--- src/hw/rtl/assert_macros.svh ---
// Assertion macros used by the top-level RTL file of the checksum block.
`ifndef ASSERT_MACROS_SVH
`define ASSERT_MACROS_SVH
`ifndef SYNTHESIS
// Checks an implication or plain property on every rising edge outside reset.
`define ASSERT_PROP(label, clk, rst, prop) \
  label: assert property (@(posedge clk) disable iff (rst) prop) \
    else $error("assertion failed");
// Checks that a condition never holds outside reset.
`define ASSERT_NEVER(label, clk, rst, cond) \
  label: assert property (@(posedge clk) disable iff (rst) !(cond)) \
    else $error("forbidden condition seen");
`else
`define ASSERT_PROP(label, clk, rst, prop)
`define ASSERT_NEVER(label, clk, rst, cond)
`endif
`endif

--- src/hw/rtl/ihc_pkg.sv ---
// Package with widths, types and helpers of the IPv4 header checksum lane block.
package ihc_pkg;

  localparam int DATA_W    = 64;
  localparam int KEEP_W    = 8;
  localparam int LANE_W    = 16;
  localparam int NUM_LANES = DATA_W / LANE_W;
  localparam int HLEN_W    = 4;
  localparam int IN_W      = DATA_W + KEEP_W;
  localparam int OUT_W     = DATA_W + KEEP_W + NUM_LANES * LANE_W;

  typedef logic [LANE_W-1:0] lane_t;

  // Position of a word within the packet header.
  typedef enum logic [1:0] {
    WS_FIRST,
    WS_SECOND,
    WS_REST
  } word_pos_t;

  typedef struct packed {
    logic [DATA_W-1:0] data;
    logic [KEEP_W-1:0] keep;
    logic              last;
  } in_word_t;

  typedef struct packed {
    lane_t [NUM_LANES-1:0] sums;
    logic                  sums_valid;
    logic [DATA_W-1:0]     data;
    logic [KEEP_W-1:0]     keep;
    logic                  last;
  } result_t;

  // Ones' complement addition with end-around carry.
  function automatic lane_t ones_add(input lane_t a, input lane_t b);
    logic [LANE_W:0] s;
    s = {1'b0, a} + {1'b0, b};
    return s[LANE_W-1:0] + {{(LANE_W-1){1'b0}}, s[LANE_W]};
  endfunction

endpackage

--- src/hw/rtl/ipv4_header_checksum_lanes_top.sv ---
// Top level of the IPv4 header checksum lane block with its output register.
// An accepted input word passes through the input register and then the output register.
// Throughput: one word per cycle while the output is not stalled, set by the input and output registers.
// Reset (rst, synchronous) clears the sums, the word position and skip_checksum.
// The header length count is loaded by each packet's first word and needs no reset.
`include "assert_macros.svh"
module ipv4_header_checksum_lanes_top import ihc_pkg::*; (
  input  logic             clk,
  input  logic             rst,
  input  logic             s_axis_tvalid,
  output logic             s_axis_tready,
  // Fields from bit 0: data_in[63:0], keep_in[71:64].
  input  logic [IN_W-1:0]  s_axis_tdata,
  input  logic             s_axis_tlast,
  output logic             m_axis_tvalid,
  input  logic             m_axis_tready,
  // Fields from bit 0: data_out[63:0], keep_out[71:64], lane_sum_0[87:72],
  // lane_sum_1[103:88], lane_sum_2[119:104], lane_sum_3[135:120].
  output logic [OUT_W-1:0] m_axis_tdata,
  output logic             m_axis_tlast,
  // Fields from bit 0: sums_valid.
  output logic             m_axis_tuser,
  input  logic             cfg_valid,
  output logic             cfg_ready,
  input  logic             cfg_data
);

  in_word_t in_word;
  in_word_t held_word;
  result_t  result;
  result_t  out_q;
  logic     in_full;
  logic     out_space;
  logic     fire;
  logic     skip_checksum;

  assign out_space     = !m_axis_tvalid || m_axis_tready;
  assign fire          = in_full && out_space;
  assign s_axis_tready = !in_full || out_space;
  assign cfg_ready     = 1'b1;

  assign in_word.data = s_axis_tdata[DATA_W-1:0];
  assign in_word.keep = s_axis_tdata[IN_W-1:DATA_W];
  assign in_word.last = s_axis_tlast;

  always_ff @(posedge clk) begin
    if (rst) begin
      skip_checksum <= 1'b0;
    end else if (cfg_valid && cfg_ready) begin
      skip_checksum <= cfg_data;
    end
  end

  ihc_in_reg u_in_reg (
    .clk     (clk),
    .rst     (rst),
    .load    (s_axis_tvalid && s_axis_tready),
    .word_in (in_word),
    .take    (fire),
    .full    (in_full),
    .word_q  (held_word)
  );

  ihc_sum u_sum (
    .clk           (clk),
    .rst           (rst),
    .fire          (fire),
    .skip_checksum (skip_checksum),
    .word          (held_word),
    .result        (result)
  );

  always_ff @(posedge clk) begin
    if (rst) begin
      m_axis_tvalid <= 1'b0;
    end else if (out_space) begin
      m_axis_tvalid <= in_full;
    end
  end

  always_ff @(posedge clk) begin
    if (fire) begin
      out_q <= result;
    end
  end

  assign m_axis_tdata = {out_q.sums[3], out_q.sums[2], out_q.sums[1], out_q.sums[0],
                         out_q.keep, out_q.data};
  assign m_axis_tlast = out_q.last;
  assign m_axis_tuser = out_q.sums_valid;

  // A word leaving the input register always lands in the output register.
  `ASSERT_PROP(a_fire_fills_out, clk, rst, fire |=> m_axis_tvalid)
  // Lane sums are zero on every word that does not end the header.
  `ASSERT_NEVER(a_sums_zero, clk, rst,
                m_axis_tvalid && !m_axis_tuser && (m_axis_tdata[OUT_W-1:IN_W] != '0))

endmodule

--- src/hw/rtl/ihc_in_reg.sv ---
// Input register stage that holds one accepted word for the summing logic.
module ihc_in_reg import ihc_pkg::*; (
  input  logic     clk,
  input  logic     rst,
  input  logic     load,
  input  in_word_t word_in,
  input  logic     take,
  output logic     full,
  output in_word_t word_q
);

  always_ff @(posedge clk) begin
    if (rst) begin
      full <= 1'b0;
    end else if (load) begin
      full <= 1'b1;
    end else if (take) begin
      full <= 1'b0;
    end
  end

  always_ff @(posedge clk) begin
    if (load) begin
      word_q <= word_in;
    end
  end

endmodule

--- src/hw/rtl/ihc_sum.sv ---
// Lane summing logic with the per-packet header state.
module ihc_sum import ihc_pkg::*; (
  input  logic     clk,
  input  logic     rst,
  input  logic     fire,
  input  logic     skip_checksum,
  input  in_word_t word,
  output result_t  result
);

  lane_t [NUM_LANES-1:0] lane_sums;
  lane_t [NUM_LANES-1:0] lane_sums_next;
  lane_t [NUM_LANES-1:0] swapped;
  word_pos_t             word_pos;
  word_pos_t             word_pos_next;
  logic [HLEN_W-1:0]     header_left;
  logic [HLEN_W-1:0]     header_left_next;
  logic [NUM_LANES-1:0]  add_en;
  logic                  valid;

  always_comb begin
    for (int i = 0; i < NUM_LANES; i++) begin
      swapped[i] = {word.data[LANE_W*i +: 8], word.data[LANE_W*i+8 +: 8]};
    end
  end

  always_comb begin
    add_en           = '0;
    valid            = 1'b0;
    header_left_next = header_left;
    word_pos_next    = word_pos;
    case (word_pos)
      WS_FIRST: begin
        add_en           = '1;
        header_left_next = word.data[HLEN_W-1:0] - HLEN_W'(2);
        word_pos_next    = WS_SECOND;
      end
      WS_SECOND: begin
        add_en           = '1;
        // Lane 1 of the second word carries the checksum field itself.
        add_en[1]        = !skip_checksum;
        header_left_next = header_left - HLEN_W'(2);
        word_pos_next    = WS_REST;
      end
      WS_REST: begin
        if (header_left == HLEN_W'(1)) begin
          add_en[1:0]      = 2'b11;
          valid            = 1'b1;
          header_left_next = '0;
        end else if (header_left != '0) begin
          add_en           = '1;
          valid            = (header_left == HLEN_W'(2));
          header_left_next = header_left - HLEN_W'(2);
        end
      end
      default: begin
        word_pos_next = WS_REST;
      end
    endcase
  end

  always_comb begin
    for (int i = 0; i < NUM_LANES; i++) begin
      lane_sums_next[i] = add_en[i] ? ones_add(lane_sums[i], swapped[i]) : lane_sums[i];
    end
  end

  always_comb begin
    result.data       = word.data;
    result.keep       = word.keep;
    result.last       = word.last;
    result.sums_valid = valid;
    result.sums       = valid ? lane_sums_next : '0;
  end

  always_ff @(posedge clk) begin
    if (rst) begin
      lane_sums <= '0;
      word_pos  <= WS_FIRST;
    end else if (fire) begin
      if (word.last) begin
        lane_sums <= '0;
        word_pos  <= WS_FIRST;
      end else begin
        lane_sums <= lane_sums_next;
        word_pos  <= word_pos_next;
      end
    end
  end

  // The header count is always loaded by a first word before it is read.
  always_ff @(posedge clk) begin
    if (fire) begin
      header_left <= header_left_next;
    end
  end

endmodule

--- config.mk ---
export PLATFORM = sky130hd
export DESIGN_NAME = ipv4_header_checksum_lanes_top
export DESIGN_NICKNAME = d
export VERILOG_FILES = /design/src/hw/rtl/ihc_pkg.sv /design/src/hw/rtl/ipv4_header_checksum_lanes_top.sv /design/src/hw/rtl/ihc_in_reg.sv /design/src/hw/rtl/ihc_sum.sv
export VERILOG_INCLUDE_DIRS = /design/src /design/src/hw/rtl
export SDC_FILE = /design/constraint.sdc
export NUM_CORES = 1
export LEC_CHECK = 0
export ABC_AREA = 1
export BUFFER_PORTS_ARGS = -buffer_cell sky130_fd_sc_hd__buf_4
export CORE_UTILIZATION = 50
export DETAILED_ROUTE_END_ITERATION = 8
export PLACE_DENSITY_LB_ADDON = 0.2
export REMOVE_ABC_BUFFERS = 1
export SLEW_MARGIN = 30
export SYNTH_ARGS = -nofsm -noshare
export SYNTH_HDL_FRONTEND = slang
export SYNTH_HIERARCHICAL = 1
export SYNTH_SLANG_ARGS = --single-unit
--- constraint.sdc ---
create_clock -name clk -period 11.7 [get_ports clk]
set_input_delay 1.755 -clock clk [delete_from_list [all_inputs] [get_ports clk]]
set_output_delay 1.755 -clock clk [all_outputs]
set_load 0.05 [all_outputs]
Word-level counts from Yosys, hierarchy flattened
Cells that the tools add are included.

Bits in registers: 284. Input bits: 79. Output and inout bits: 141. Logic and storage cells: 68.

$add $sub $neg: 10. Equal/unequal tests: 6. Multiplexer cells: 19. Reductions and logical operators: 13.

Operators with widths (count): $add 16x16->17 (4); $add 16x1->16 (4); $mux 16 (4); $mux 64 (1); $pmux 4 s3 (2); $mux 4 (3); $sub 4x2->4 const B (2); $mux 2 (3); $mux 1 (5); $eq 4x1->1 const B (1); $eq 4x2->1 const B (1); $pmux 2 s2 (1); $reduce_bool 4->1 (1); $logic_not 1->1 (3); $ne 3x1->1 const B (1); $reduce_and 3->1 (1); $reduce_bool 3->1 (1); $eq 2x1->1 const B (1); $eq 2x2->1 const B (1); $logic_and 1x1->1 (2); $logic_not 2->1 (1); $logic_or 1x1->1 (2); $ne 2x2->1 const B (1); $reduce_and 2->1 (1); $reduce_bool 2->1 (1).

Logic depth before layout (Yosys ltp)
Word-level depth: 6. Mapped depth: 24. Mapped depth without buffers: 24.

Cells and area by module
The synthesis kept the hierarchy.

By module, submodules not included: ihc_sum (times used 1, cells each 1768, area an instance 9949.5 um^2, sequential area each 1441.4 um^2); ipv4_header_checksum_lanes_top (times used 1, cells each 154, area an instance 4254.1 um^2, sequential area each 4184.0 um^2); ihc_in_reg (times used 1, cells each 78, area an instance 2232.1 um^2, sequential area each 2212.1 um^2).

Worst setup path after synthesis
Ideal clock, no wire load.

Kind: input to register. Start: input port m_axis_tready. End: register u_sum/lane_sums[18] (netlist name). Library setup time: 0.071 ns. Data arrival time: 10.576 ns. Data required time: 11.629 ns. Path slack: 1.053 ns. Stages: 9. Buffers on the path: 2. Cells stage by stage: inv_1 a21oi_1 buf_2 clkinv_1 nor2_1 inv_1 clkbuf_1 or2_2 a21oi_1.

Longest elaborated chain between the ends: 2.

RTL lines: from (decl) (line ipv4_header_checksum_lanes_top.sv:16) `input logic m_axis_tready,`; $logic_or 1x1->1 (line ipv4_header_checksum_lanes_top.sv:37) `assign out_space = !m_axis_tvalid || m_axis_tready;`; $logic_and 1x1->1 (line ipv4_header_checksum_lanes_top.sv:38) `assign fire = in_full && out_space;`; named net fire (line ipv4_header_checksum_lanes_top.sv:34) `logic fire;`; to (signal assigned) (line ihc_sum.sv:85) `lane_sums <= lane_sums_next;`; to (decl) (line ihc_sum.sv:11) `lane_t [NUM_LANES-1:0] lane_sums;`.

The timed path passes the listed nets, and every way through them passes these cells. A chain may end at the register's enable or synchronous reset.

Worst setup path after layout
Start: input port m_axis_tready. End: output port s_axis_tready.

Longest elaborated chain between the ends: 2.

RTL lines: $logic_or 1x1->1 (line ipv4_header_checksum_lanes_top.sv:37); $logic_or 1x1->1 (line ipv4_header_checksum_lanes_top.sv:39) `assign s_axis_tready = !in_full || out_space;`; to (decl) (line ipv4_header_checksum_lanes_top.sv:11) `output logic s_axis_tready,`.

No other way between the ends.

==> results_dict.tcl <==
set metrics [dict create \
    setup_ws_ps 7674 \
    cp_cell_sequence "buf_4 > inv_1 > nand3_2 > buf_4" \
    wl_per_cell_um 14.42 \
    dr.pass1.iters 6 \
    wl_um 37640 \
    synth_cells 2000 \
    grt_first_pass_wirelength_um 60540 \
    utilization_pct 58.47 \
    r2r-start "u_in_reg/word_q[65]" \
    synth_edf_count 215 \
    yosys_warnings 6 \
    crit_path_top_delay_cell "buf_4" \
    tns_ps 0 \
    min_period_ps 4026 \
    dieArea_um2 33600 \
    cts_root_buffer "clkbuf_16" \
    htree_num_levels 1 \
    final_cell_mix "nand2_1, inv_1, buf_4, edfxtp_1, nor2_1" \
    cts_resized 0 \
    status "finished, final reports clean" \
    crit_path_start_kind "primary input" \
    dp_hpwl_um 26000 \
    final_common_cell "nand2_1" \
    start_util_pct 50.64 \
    synthArstFlopShare_pct 0 \
    slew_viol_final 0 \
    r2r-end "m_axis_tdata[130]" \
    place_area_um2 17980 \
    slowest_delay_ps 200 \
    hold_viol 0 \
    drt_iter0_drc 766 \
    drc 0 \
    clkTransAtPathRegs_ps 60 \
    gp_congestion 0.9034 \
    synth-seq-cells 284 \
    grt_max_degree 77 \
    ff2ff_path_depth 23 \
    ios 220 \
    setup_viol 0 \
    cts_hold_buf 0 \
    busiest_layer "met2" \
    num_rows 66 \
    area_growth_pct 15.46 \
    fmax_mhz 248.4 \
    synth_top_area_cell "edfxtp_1" \
    worstPathMaxFanout 3 \
    synth_flop_cell "edfxtp_1" \
    crit_family "buffers and inverters" \
    diodes 0 \
    num_vias 13160 \
    holdPathStages 0 \
    drive_gt1_share_pct 17.30 \
    powerDensity_nw_per_um2 139.4 \
    path_buf_inv 3 \
    via_per_inst 5.043 \
    io_buffer_count 218 \
    maxCapViolations 0 \
    required_ps 9950 \
    design_area_um2 18980 \
    endpoint_kind "output pin" \
    cts.sinks 284 \
    relSlewSlack_pct 36.22 \
    ant_nets 0 \
    grt_pass1_vias 12250 \
    synth_top_area_share_pct 39.28 \
    arrival_ps 2270 \
    clock_skew_ps 15.77 \
    ys_types 46 \
    nFillCells 2910 \
    cts_setup_buffers 0 \
    synth.area.top_cells "edfxtp_1, nand2_1, dfxtp_1" \
    r2r_slack_ps 7980 \
    synth_area_um2 16440 \
    path_class "in2out" \
    period_share_pct 34.41 \
    ir_worst_vdd_uv 124.3 \
    clk_path_buf_depth 3 \
    tritoncts "built" \
    grt.met2_usage_pct 38.21 \
    clk_latency_ps 570 \
    pre_cts_ws_ps 7283 \
    finalNetCount 2307 \
    cpMostUsedCell "buf_4" \
    overflow 0 \
    use_met3_pct 2.859 \
    antenna_found_initial 0 \
    hold_end "m_axis_tdata[66]" \
    fp.dieW_um 183.3 \
    min_path_type "reg2reg" \
    cts-buffers-inserted 31 \
    tightest_slew_ps 956.8 \
    grt_usage_pct 22.41 \
    seq_area_frac_synth_pct 47.69 \
    min_from "u_in_reg/word_q[3]" \
    rsz0062_at_grt "false" \
    fp.coreArea_um2 32450 \
    fp.dieH_um 183.3 \
    power.leakage_nw 8.791 \
    avgSynthCellArea_um2 8.218 \
    grtUsageMet1_pct 30.22 \
]
## power by group
part           leakage, nW  internal (mW)  switching, mW  total, mW
Sequential            2.62           1.15         0.0296       1.18
Clock                0.483          0.558          0.387      0.945
Combinational         5.68          0.164          0.358      0.522
## stage by stage
step | instances | hold WS (ps) | power (mW)
after floorplan | 1887 | 400.3 | 1.572
after global placement | 2555 | 400.9 | 1.710
after detailed placement | 2555 | 404.5 | 1.717
after CTS | 2610 | 418.2 | 2.668
after global routing | 2610 | 426.5 | 2.766
final | 2610 | 418.4 | 2.645
## per-layer routing
layer,vias up,wire length (µm)
met2,333,17540
met5,-,0
met3,49,1850
met1,6075,17410
li1,6706,-
met4,0,844
## cell usage after synthesis (15+ instances only)
master / instances
nand2_1: 612
inv_1: 260
edfxtp_1: 215
nor2_1: 147
nand3_1: 142
a21oi_1: 106
ha_1: 78
buf_4: 77
dfxtp_1: 69
o21ai_0: 32
or2_2: 26
nand4_1: 23
clkbuf_1: 22
nand2_2: 19
nor2_2: 17
nand3_2: 16
or2_1: 15
## cell families after synthesis
family                     synth area share (%)
adders and majority gates                 6.425
DFF                                       47.69
xor gates and xnor gates                  1.066
muxes                                    0.2436
AOI/OAI and AO/OA                         6.570
and+or+nand+nor                           27.39
other                                   0.02282
buffers and inverters                     10.60
## how the worst max path moves through the flow
stage	depth (start not counted)	endpoint	start
final	4	s_axis_tready	m_axis_tready
after global routing	23	m_axis_tdata[134]	u_in_reg/word_q[65]
after CTS	4	s_axis_tready	m_axis_tready
after detailed placement	8	u_sum/word_pos[1]	m_axis_tready
after global placement	8	u_sum/word_pos[0]	m_axis_tready
after floorplan	7	u_sum/lane_sums[18]	m_axis_tready
## area by class of cell
type	count	area [µm²]	area share, %
Clock buffer	40	819.5	4.319
Multi-Input combinational cell	1335	6883	36.27
Tap cell	442	553.0	2.914
Inverter	268	1007	5.308
Sequential cell	284	7838	41.30
Clock inverter	15	168.9	0.8901
Timing Repair Buffer	226	1708	9.000
## sequential cells by signal (all words and copies together) (netlist names)
| signal | flops |
|---|---|
| u_sum/header_left | 4 |
| m_axis_tlast | 1 |
| u_sum/lane_sums | 64 |
| u_in_reg/word_q | 73 |
| u_sum/word_pos | 2 |
| skip_checksum | 1 |
| u_in_reg/full | 1 |
| m_axis_tuser | 1 |
| m_axis_tdata | 136 |
| m_axis_tvalid | 1 |
(Power assumes the default switching activity.)
